--- config.mk ---
export PLATFORM = sky130hd
export DESIGN_NAME = humidity_sensor_frame_decoder
export DESIGN_NICKNAME = d
export VERILOG_FILES = /design/src/sv/hsfd_pkg.sv /design/src/sv/hsfd_front.sv /design/src/sv/hsfd_queue.sv /design/src/sv/hsfd_back.sv /design/src/sv/humidity_sensor_frame_decoder.sv
export SDC_FILE = /design/constraint.sdc
export NUM_CORES = 1
export LEC_CHECK = 0
export ABC_CLOCK_PERIOD_IN_PS = 16100
export BUFFER_PORTS_ARGS = -buffer_cell sky130_fd_sc_hd__buf_2
export CAP_MARGIN = 40
export CORE_MARGIN = 5
export CORE_UTILIZATION = 60
export DETAILED_ROUTE_END_ITERATION = 8
export HOLD_SLACK_MARGIN = 0.08
export PLACE_DENSITY = 0.77
export SYNTH_ARGS = -nofsm -noshare
export SYNTH_HDL_FRONTEND = slang
export SYNTH_HIERARCHICAL = 1
export SYNTH_SLANG_ARGS = --single-unit
--- constraint.sdc ---
create_clock -name clk -period 16.1 [get_ports clk]
set_clock_uncertainty 0.15 [all_clocks]
set_input_delay 3.22 -clock clk [delete_from_list [all_inputs] [get_ports clk]]
set_output_delay 3.22 -clock clk [all_outputs]
set_load 0.1 [all_outputs]
--- src/sv/hsfd_pkg.sv ---
`timescale 1ns / 1ps

package hsfd_pkg;

    localparam logic [7:0] CRC_POLY = 8'h31;
    localparam logic [7:0] CRC_INIT = 8'hFF;

    localparam logic [17:0] T_SPAN   = 18'd175000;
    localparam logic [17:0] H_SPAN   = 18'd125000;
    localparam logic [18:0] T_OFFSET = 19'd45000;
    localparam logic [18:0] H_OFFSET = 19'd6000;
    localparam logic [16:0] FULL_SCALE = 17'd65535;

    // one completed frame handed from front to back
    typedef struct packed {
        logic [15:0] temp_raw;
        logic [15:0] hum_raw;
        logic        good;
    } frame_t;

    // partial quotient of x / 65535 with x = q0 * 65536 + low
    typedef struct packed {
        logic [17:0] q0;
        logic [18:0] r0;
    } divpart_t;

    function automatic logic [7:0] crc_feed(input logic [7:0] crc, input logic [7:0] b);
        logic [7:0] v;
        v = crc ^ b;
        for (int k = 0; k < 8; k++) begin
            if (v[7])
                v = {v[6:0], 1'b0} ^ CRC_POLY;
            else
                v = {v[6:0], 1'b0};
        end
        return v;
    endfunction

    // first fold: x mod 65535 == (x[15:0] + x[33:16]) mod 65535
    function automatic divpart_t div_fold(input logic [33:0] p);
        divpart_t d;
        d.q0 = p[33:16];
        d.r0 = {3'b000, p[15:0]} + {1'b0, p[33:16]};
        return d;
    endfunction

    // second fold plus one correction, then offset
    function automatic logic [17:0] div_finish(input divpart_t d, input logic [18:0] offset);
        logic [2:0]  q1;
        logic [16:0] r1;
        logic        c;
        logic [18:0] q;
        q1 = d.r0[18:16];
        r1 = {1'b0, d.r0[15:0]} + {14'd0, q1};
        c  = (r1 >= FULL_SCALE);
        q  = {1'b0, d.q0} + {16'd0, q1} + {18'd0, c};
        return 18'(q - offset);
    endfunction

endpackage

--- src/sv/hsfd_front.sv ---
`timescale 1ns / 1ps

module hsfd_front (
    input  logic                clk,
    input  logic                rst_n,
    input  logic [7:0]          rx_byte,
    input  logic                frame_first,
    input  logic                accept,
    output logic                push,
    output hsfd_pkg::frame_t    frame
);

    localparam logic [2:0] POS_T_HI  = 3'd0;
    localparam logic [2:0] POS_T_LO  = 3'd1;
    localparam logic [2:0] POS_T_CRC = 3'd2;
    localparam logic [2:0] POS_H_HI  = 3'd3;
    localparam logic [2:0] POS_H_LO  = 3'd4;
    localparam logic [2:0] POS_H_CRC = 3'd5;

    logic [2:0]  pos_reg, pos_next;
    logic [7:0]  crc_reg, crc_next;
    logic [15:0] t_raw_reg, t_raw_next;
    logic        t_good_reg, t_good_next;
    logic [15:0] h_raw_reg, h_raw_next;
    logic [2:0]  pos_eff;

    always_comb
    begin
        pos_eff = (frame_first || pos_reg > POS_H_CRC) ? POS_T_HI : pos_reg;
        pos_next    = pos_reg;
        crc_next    = crc_reg;
        t_raw_next  = t_raw_reg;
        t_good_next = t_good_reg;
        h_raw_next  = h_raw_reg;
        push        = 1'b0;
        if (accept)
        begin
            unique case (pos_eff)
                POS_T_HI:
                begin
                    crc_next   = hsfd_pkg::crc_feed(hsfd_pkg::CRC_INIT, rx_byte);
                    t_raw_next = {rx_byte, 8'h00};
                    pos_next   = POS_T_LO;
                end
                POS_T_LO:
                begin
                    crc_next   = hsfd_pkg::crc_feed(crc_reg, rx_byte);
                    t_raw_next = {t_raw_reg[15:8], rx_byte};
                    pos_next   = POS_T_CRC;
                end
                POS_T_CRC:
                begin
                    t_good_next = (rx_byte == crc_reg);
                    crc_next    = hsfd_pkg::CRC_INIT;
                    pos_next    = POS_H_HI;
                end
                POS_H_HI:
                begin
                    crc_next   = hsfd_pkg::crc_feed(hsfd_pkg::CRC_INIT, rx_byte);
                    h_raw_next = {rx_byte, 8'h00};
                    pos_next   = POS_H_LO;
                end
                POS_H_LO:
                begin
                    crc_next   = hsfd_pkg::crc_feed(crc_reg, rx_byte);
                    h_raw_next = {h_raw_reg[15:8], rx_byte};
                    pos_next   = POS_H_CRC;
                end
                default:
                begin
                    crc_next = hsfd_pkg::CRC_INIT;
                    pos_next = POS_T_HI;
                    push     = 1'b1;
                end
            endcase
        end
        frame.temp_raw = t_raw_reg;
        frame.hum_raw  = h_raw_reg;
        frame.good     = t_good_reg && (rx_byte == crc_reg);
    end

    always_ff @(posedge clk or negedge rst_n)
    begin
        if (!rst_n)
        begin
            pos_reg    <= POS_T_HI;
            crc_reg    <= hsfd_pkg::CRC_INIT;
            t_raw_reg  <= 16'd0;
            t_good_reg <= 1'b0;
            h_raw_reg  <= 16'd0;
        end
        else
        begin
            pos_reg    <= pos_next;
            crc_reg    <= crc_next;
            t_raw_reg  <= t_raw_next;
            t_good_reg <= t_good_next;
            h_raw_reg  <= h_raw_next;
        end
    end

endmodule

--- src/sv/hsfd_queue.sv ---
`timescale 1ns / 1ps

module hsfd_queue (
    input  logic                clk,
    input  logic                rst_n,
    input  logic                push,
    input  hsfd_pkg::frame_t    push_data,
    input  logic                pop,
    output logic                full,
    output logic                not_empty,
    output hsfd_pkg::frame_t    pop_data
);

    hsfd_pkg::frame_t entry_reg [2];
    logic       wr_ptr_reg, wr_ptr_next;
    logic       rd_ptr_reg, rd_ptr_next;
    logic [1:0] count_reg, count_next;
    logic       do_push, do_pop;

    always_comb
    begin
        full        = (count_reg == 2'd2);
        not_empty   = (count_reg != 2'd0);
        do_push     = push && !full;
        do_pop      = pop && not_empty;
        pop_data    = entry_reg[rd_ptr_reg];
        wr_ptr_next = do_push ? !wr_ptr_reg : wr_ptr_reg;
        rd_ptr_next = do_pop ? !rd_ptr_reg : rd_ptr_reg;
        count_next  = count_reg + {1'b0, do_push} - {1'b0, do_pop};
    end

    always_ff @(posedge clk)
    begin
        if (do_push)
            entry_reg[wr_ptr_reg] <= push_data;
    end

    always_ff @(posedge clk or negedge rst_n)
    begin
        if (!rst_n)
        begin
            wr_ptr_reg <= 1'b0;
            rd_ptr_reg <= 1'b0;
            count_reg  <= 2'd0;
        end
        else
        begin
            wr_ptr_reg <= wr_ptr_next;
            rd_ptr_reg <= rd_ptr_next;
            count_reg  <= count_next;
        end
    end

endmodule

--- src/sv/hsfd_back.sv ---
`timescale 1ns / 1ps

module hsfd_back (
    input  logic                clk,
    input  logic                rst_n,
    input  logic                frame_valid,
    input  hsfd_pkg::frame_t    frame,
    output logic                frame_pop,
    output logic                res_valid,
    input  logic                res_ready,
    output logic signed [17:0]  temperature_milli,
    output logic signed [17:0]  humidity_milli,
    output logic                status
);

    logic en;

    logic                s1_valid_reg;
    logic [33:0]         s1_t_prod_reg, s1_h_prod_reg;
    logic                s1_good_reg;

    logic                s2_valid_reg;
    hsfd_pkg::divpart_t  s2_t_reg, s2_h_reg;
    logic                s2_good_reg;

    logic                out_valid_reg;
    logic [17:0]         out_t_reg, out_h_reg;
    logic                out_status_reg;

    // whole pipe moves together whenever the output slot can take a value
    assign en        = !out_valid_reg || res_ready;
    assign frame_pop = en && frame_valid;

    always_ff @(posedge clk)
    begin
        if (en)
        begin
            s1_t_prod_reg <= 34'(frame.temp_raw) * 34'(hsfd_pkg::T_SPAN);
            s1_h_prod_reg <= 34'(frame.hum_raw) * 34'(hsfd_pkg::H_SPAN);
            s1_good_reg   <= frame.good;
            s2_t_reg      <= hsfd_pkg::div_fold(s1_t_prod_reg);
            s2_h_reg      <= hsfd_pkg::div_fold(s1_h_prod_reg);
            s2_good_reg   <= s1_good_reg;
            out_t_reg     <= s2_good_reg ? hsfd_pkg::div_finish(s2_t_reg, hsfd_pkg::T_OFFSET)
                                         : 18'd0;
            out_h_reg     <= s2_good_reg ? hsfd_pkg::div_finish(s2_h_reg, hsfd_pkg::H_OFFSET)
                                         : 18'd0;
            out_status_reg <= !s2_good_reg;
        end
    end

    always_ff @(posedge clk or negedge rst_n)
    begin
        if (!rst_n)
        begin
            s1_valid_reg  <= 1'b0;
            s2_valid_reg  <= 1'b0;
            out_valid_reg <= 1'b0;
        end
        else if (en)
        begin
            s1_valid_reg  <= frame_valid;
            s2_valid_reg  <= s1_valid_reg;
            out_valid_reg <= s2_valid_reg;
        end
    end

    assign res_valid         = out_valid_reg;
    assign temperature_milli = signed'(out_t_reg);
    assign humidity_milli    = signed'(out_h_reg);
    assign status            = out_status_reg;

endmodule

--- src/sv/humidity_sensor_frame_decoder.sv ---
`timescale 1ns / 1ps

// Decodes the six-byte response of a temperature/humidity sensor.
// Input channel: rx_byte with frame_first, handshake rx_valid / rx_ready. One request
// per byte in bus order: temperature word, its CRC-8, humidity word, its CRC-8.
// frame_first high restarts the frame at that byte.
// Output channel: temperature_milli, humidity_milli, status, handshake
// res_valid / res_ready. One result per completed frame; status 1 means a CRC-8
// (poly 0x31, init 0xFF) mismatch in either word, and both values then read zero.
// Throughput: one byte per cycle while rx_ready is high. The front checks CRC in
// the cycle it takes a byte and pushes the finished frame into a two-entry queue.
// Pipeline: from the queue a frame passes a multiplier stage, a first reciprocal
// fold stage for the divide by 65535, and a second fold into the output register.
// When the receiver stalls, the back pipe holds; the queue absorbs up to two more
// frames, and rx_ready drops once it is full until the back pipe moves again.
// Reset: frame position returns to the first byte, running CRC to 0xFF, queue and
// pipeline empty, res_valid low.
module humidity_sensor_frame_decoder (
    input  logic                clk,
    input  logic                rst_n,
    input  logic                rx_valid,
    output logic                rx_ready,
    input  logic [7:0]          rx_byte,
    input  logic                frame_first,
    output logic                res_valid,
    input  logic                res_ready,
    output logic signed [17:0]  temperature_milli,
    output logic signed [17:0]  humidity_milli,
    output logic                status
);

    logic             accept;
    logic             push;
    logic             full;
    logic             not_empty;
    logic             pop;
    hsfd_pkg::frame_t push_frame;
    hsfd_pkg::frame_t pop_frame;

    assign rx_ready = !full;
    assign accept   = rx_valid && rx_ready;

    hsfd_front u_front (
        .clk         (clk),
        .rst_n       (rst_n),
        .rx_byte     (rx_byte),
        .frame_first (frame_first),
        .accept      (accept),
        .push        (push),
        .frame       (push_frame)
    );

    hsfd_queue u_queue (
        .clk       (clk),
        .rst_n     (rst_n),
        .push      (push),
        .push_data (push_frame),
        .pop       (pop),
        .full      (full),
        .not_empty (not_empty),
        .pop_data  (pop_frame)
    );

    hsfd_back u_back (
        .clk               (clk),
        .rst_n             (rst_n),
        .frame_valid       (not_empty),
        .frame             (pop_frame),
        .frame_pop         (pop),
        .res_valid         (res_valid),
        .res_ready         (res_ready),
        .temperature_milli (temperature_milli),
        .humidity_milli    (humidity_milli),
        .status            (status)
    );

endmodule

==> results of run 1 <==
-- stage by stage --
step / instance area (um2) / hold slack, ns / instances
floorplan: 20900 / 0.250 / 1735
global placement: 21600 / 0.254 / 2218
detailed placement: 21600 / 0.263 / 2220
CTS: 22600 / 0.277 / 2273
global route: 22600 / 0.289 / 2273
finish: 22600 / 0.276 / 2273
-- layer usage --
metal  up-vias  global-route usage
li1       6130                   -
met1      6016               0.282
met2       236               0.335
met3        64              0.0232
met4         0              0.0542
met5         -                   0
-- Yosys cell counts (3+ instances only) --
master	n	area share
nor4_1	4	0.0012
edfxtp_1	232	0.33
or3_1	4	0.0012
o31ai_1	5	0.0018
o21ai_1	24	0.0057
nand2_1	61	0.011
mux2_2	14	0.0075
clkbuf_1	9	0.0016
xor2_1	44	0.018
dfrtp_1	43	0.051
nor2b_1	14	0.0042
a21oi_1	77	0.018
and3_1	4	0.0012
a221oi_1	3	0.0013
o2111ai_1	3	0.0013
dfstp_2	8	0.010
and2_1	11	0.0033
nand2b_1	8	0.0024
a211oi_2	4	0.0024
a31oi_1	11	0.0033
mux2_4	29	0.021
nor3_1	10	0.0024
nor2_1	90	0.016
o21bai_1	14	0.0050
buf_2	8	0.0019
o21ai_0	27	0.0065
xnor2_4	3	0.0039
a31o_2	4	0.0017
buf_6	8	0.0043
a211oi_1	9	0.0032
nand4_1	23	0.0069
ha_1	265	0.16
fa_1	148	0.14
nand3_1	19	0.0045
a21o_1	30	0.011
xnor2_1	89	0.037
inv_1	281	0.050
a22o_1	14	0.0059
o21a_1	12	0.0043
-- cells in the final DEF (no fill, tap or decap), drive strengths merged, types with 3 or more instances in the layout --
cell type	netlist	layout
o21bai	14	14
o21ai	53	53
fa	148	148
or3	4	4
nor3	12	12
nand3	19	19
a221oi	5	5
o21a	12	12
a31o	4	4
nand4	23	23
xnor2	92	92
nor2b	14	14
a211oi	13	13
clkinv	0	6
edfxtp	232	232
a21o	30	30
dfstp	8	8
a21boi	3	3
o31ai	5	5
nor4	5	5
dfrtp	43	43
and2	12	12
nand2b	8	8
xor2	44	44
or2	4	4
nand2	61	61
o2111ai	3	3
nor2	92	92
ha	265	265
a2111oi	3	3
mux2	43	43
inv	282	287
buf	18	59
a21oi	78	78
a31oi	11	11
a22o	16	16
clkbuf	10	41
and3	4	4
-- layout make-up --
type / instances / area [um2] / area share
Inverter: 282 / 1060 / 0.0469
Clock inverter: 12 / 78.8 / 0.00349
Tap cell: 455 / 569 / 0.0252
Timing Repair Buffer: 59 / 348 / 0.0154
Clock buffer: 41 / 863 / 0.0382
Sequential cell: 283 / 8250 / 0.366
Multi-Input combinational cell: 1141 / 11400 / 0.505
-- how the worst min path moves through the flow --
stage | from | end | slack [ns] | depth (start not counted)
detailed placement | u_back/s1_good_reg | u_back/s2_good_reg | 0.26 | 0
floorplan | u_back/s1_good_reg | u_back/s2_good_reg | 0.25 | 0
global route | u_back/s1_good_reg | u_back/s2_good_reg | 0.29 | 0
finish | u_back/s1_good_reg | u_back/s2_good_reg | 0.28 | 0
CTS | u_back/s1_h_prod_reg[17] | u_back/s2_h_reg[20] | 0.28 | 0
global placement | u_back/s1_h_prod_reg[18] | u_back/s2_h_reg[21] | 0.25 | 0
-- logic make-up (layout without fill, tap and decap cells) --
logic type / Yosys count / count (layout) / share of synthesized area
flip-flops: 283 / 283 / 0.395
AND/OR/NAND/NOR: 268 / 268 / 0.0623
multiplexers: 45 / 45 / 0.0293
AO/OA/AOI/OAI: 276 / 276 / 0.0903
buffers and inverters: 311 / 394 / 0.0604
adder cells (fa/ha/maj): 413 / 413 / 0.300
XOR/XNOR: 139 / 139 / 0.0629
==> flow_summary.yaml, run 1 <==
floorplanning:
  die_h_um: 197
  die_area_um2: 38700
  start_util: 0.607
  die_width_um: 197
  row_count: 68
  ios: 52
  coreArea_um2: 34500
clocking:
  clock_tree.buffer_depth: 3
  cts-root-buf: "clkbuf_16"
  path_clk_slew_ns: 0.07
  h-tree-depth: 1
  holdBufCountCts: 0
  clock-sinks: 283
  cts_buffers: 29
  postCtsSetupBuffers: 0
  clock_latency_ns: 0.54
  cts_resized: 0
  cts_tree: "built"
routing:
  drcViolationCount: 0
  drtIter0Drc: 564
  wl_met2_mm: 17.9
  wl_mm: 37.5
  first_pass_iters: 5
  vias_per_cell: 5.48
  wl_met3_mm: 1.28
  vias: 12400
  wl_per_cell_um: 16.5
  highest_layer: "met4"
  met1Wirelength_mm: 17.4
  ant_nets: 0
cells_and_area:
  largest_register_ffs: 66
  nNetsFinal: 2222
  fill_cells: 2584
  antenna_cells: 0
  drive_gt1_frac: 0.107
  final_core_util: 0.655
  syn_to_final_growth_pct: 7.97
grt:
  grt_overflow_total: 0
  antenna_found_initial: 0
  grt_max_degree: 61
  grt_pass1_vias: 13000
  grt_usage: 0.200
  grt_pass1_wl_mm: 63.9
critical_path:
  path_depth: 21
  cp.arrival_ns: 6.89
  reg2reg_depth: 21
  critPathMaxStageDelay_ns: 0.55
  cpMostUsedCell: "fa_1"
  cp_cell_sequence: "buf_12, mux2_4, ha_1, inv_1, fa_1, fa_1, inv_1, fa_1, fa_1, inv_1, fa_1, inv_1, ha_1, a21o_1, a21o_1, a211oi_1, nor2_1, a311o_1, o31ai_1, o211ai_1, o31a_1"
  crit_required_ns: 16.24
  r2r_start: "u_queue/rd_ptr_reg"
  critPathTopFamily: "adder cells"
  reg2reg_setup_slack_ns: 9.35
  path_buf_inv: 5
  cp-end-kind: "flip-flop"
  startpoint: "u_queue/rd_ptr_reg"
  r2r_end: "u_back/s1_t_prod_reg[28]"
  cp-endpoint: "u_back/s1_t_prod_reg[28]"
  start_kind: "flip-flop"
  crit_type: "flip-flop to flip-flop"
  slowest_stage: "dfrtp_2"
  worst-path-max-fanout: 26
sta:
  drv_slew: 0
  finalSetupViolations: 0
  period_share: 0.419
  final-hold-violation-count: 0
  fin_ws_ns: 9.35
  fin_crit_ns: 6.75
  rsz0062_at_grt: "false"
  fin_tns_setup_ns: 0
  fmax_mhz: 148
  worst_slew_pin_slew_ns: 0.759
  relSlewSlack: 0.494
yosys:
  ys.warnings.count: 6
  syn_area_per_cell_um2: 12.1
  yosysSeqAreaShare: 0.395
  synthFlopType: "edfxtp_1"
  syn_area_um2: 20900
  ys_ff_latch: 283
  syn_nets: 2161
  synth.distinct_cells: 88
  synth_edf_count: 232
  async_flop_share: 0.180
  synthCells: 1735
placed_design:
  port_buffers: 51
  pre_cts_slack_ns: 9.38
  dp_hpwl_mm: 29.9
  place_congestion: 0.906
worst_hold_path:
  min_path_type: "flip-flop to flip-flop"
flow_run:
  max-cap-violations: 0
outcome:
  status: "complete, no violations"
Power of run 1 is left out: the tool's default activity adds up to more than one toggle a clock period on the data nets, which glitch-free logic cannot reach.
==> inputs of run 2 (changes only) <==
Settings changed: ABC_CLOCK_PERIOD_IN_PS 16100 to 5500, CORE_UTILIZATION 60 to 58, PLACE_DENSITY 0.77 to 0.78.
Clock period 16.1 ns to 5.5 ns, I/O delays scaled along.
==> flow_summary.yaml, run 2 (synthesis gave the netlist of run 1 again) <==
outcome:
  status: "complete, but fails checks"
  violations: "negative setup slack"
floorplanning:
  die_h_um: 200
  ios: 52
  die_width_um: 200
  row_count: 69
  die_area_um2: 40000
  coreArea_um2: 35600
  start_util: 0.588
cells_and_area:
  largest_register_ffs: 66
  antenna_cells: 0
  drive_gt1_frac: 0.283
  layout_commonest_cell: "inv_1"
  layout_common_cells: "inv_1, edfxtp_1, ha_1, buf_4, fa_1"
  final_cells: 2505
  fill_cells: 2155
  syn_to_final_growth_pct: 23.1
  final_core_util: 0.724
  nNetsFinal: 2450
  stdcell_area_um2: 25700
sta:
  period_share: 1.12
  rsz0062_at_grt: "true"
  relSlewSlack: 0.435
  drv_slew: 0
  finalSetupViolations: 32
  fin_crit_ns: 6.16
  worst_slew_pin_slew_ns: 0.848
  whs_ns: 0.287
  fin_ws_ns: -0.665
  fmax_mhz: 162
  final-hold-violation-count: 0
routing:
  wl_met2_mm: 24.5
  first_pass_iters: 4
  wl_met3_mm: 2.05
  wl_per_cell_um: 18.9
  highest_layer: "met4"
  vias_per_cell: 5.59
  drcViolationCount: 0
  wl_mm: 47.3
  met1Wirelength_mm: 18.8
  vias: 14000
  ant_nets: 0
  drtIter0Drc: 654
critical_path:
  critPathMaxStageDelay_ns: 0.52
  cp_cell_sequence: "buf_12, mux2_4, ha_4, inv_2, fa_1, fa_1, inv_2, fa_1, fa_1, inv_1, fa_1, inv_2, ha_4, a21o_1, a21o_1, a211oi_2, nor2_2, a311o_1, o31ai_2, o211ai_1, o31a_1"
  slowest_stage: "fa_1"
  cp.arrival_ns: 6.32
  crit_required_ns: 5.66
  reg2reg_setup_slack_ns: -0.66
  worst-path-max-fanout: 8
  crit_type: "flip-flop to flip-flop"
  cp-end-kind: "flip-flop"
  start_kind: "flip-flop"
  reg2reg_depth: 21
  cpMostUsedCell: "fa_1"
grt:
  grt_max_degree: 65
  grt_pass1_vias: 14700
  grt_usage: 0.228
  antenna_found_initial: 0
  grt_overflow_total: 0
  grt_pass1_wl_mm: 73.8
placed_design:
  port_buffers: 51
  place_congestion: 0.877
  dp_hpwl_mm: 31.7
  dp.cells: 2402
  place_area_um2: 23100
worst_hold_path:
  min_path_type: "flip-flop to flip-flop"
  min_delay_path_depth: 0
clocking:
  clock_latency_ns: 0.56
  clock_tree.buffer_depth: 3
  path_clk_slew_ns: 0.06
  cts_tree: "built"
  h-tree-depth: 1
  cts-root-buf: "clkbuf_16"
  clock-sinks: 283
  cts_buffers: 29
flow_run:
  max-cap-violations: 0
[run 2: worst max-delay path: cells and delay by family (launching register included)]
kind	cells	cell delay (ns)
adder cells (fa/ha/maj)	7	2.96
AO/OA/AOI/OAI	7	1.61
flip-flops	1	0.45
buffers and inverters	5	0.35
multiplexers	1	0.34
AND/OR/NAND/NOR	1	0.08
[run 2: final timing paths]
kind                                          start                       end
max                              u_queue/rd_ptr_reg  u_back/s1_t_prod_reg[28]
min                        u_back/s1_h_prod_reg[18]       u_back/s2_h_reg[21]
max reg2reg                      u_queue/rd_ptr_reg  u_back/s1_t_prod_reg[28]
min reg2reg                u_back/s1_h_prod_reg[18]       u_back/s2_h_reg[21]
max in group asynchronous                     rst_n        u_queue/rd_ptr_reg
min in group asynchronous                     rst_n     u_front/h_raw_reg[10]
[run 2: layout make-up]
class | count | area (um2) | share of cell area
timing repair buffer | 287 | 2210 | 0.0861
inverter | 282 | 1070 | 0.0417
sequential | 283 | 8250 | 0.321
clock buffer | 38 | 822 | 0.0319
multi-input combinational | 1141 | 12600 | 0.489
tap | 461 | 577 | 0.0224
clock inverter | 13 | 203 | 0.00788
[run 2: timing repair]
item,in CTS,in global routing
setup endpoints to repair,34,35
hold buffers,0,0
resized for setup,131,76
setup buffers,36,21
pin swaps,120,69
cloned,0,0
[run 2: metal layers]
metal / up-vias / global-route usage
li1: 6581 / -
met1: 6838 / 0.295
met2: 444 / 0.411
met3: 135 / 0.0248
met4: 0 / 0.0654
met5: - / 0
[run 2: through the flow]
step	setup WS (ns)	TNS, ns
after floorplan	-0.559	-5.67
after global placement	-0.657	-13.59
after detailed placement	-0.839	-17.25
after CTS	-0.541	-7.12
after global routing	-0.784	-16.20
final	-0.665	-11.73
Power of run 2 is left out for the same reason.
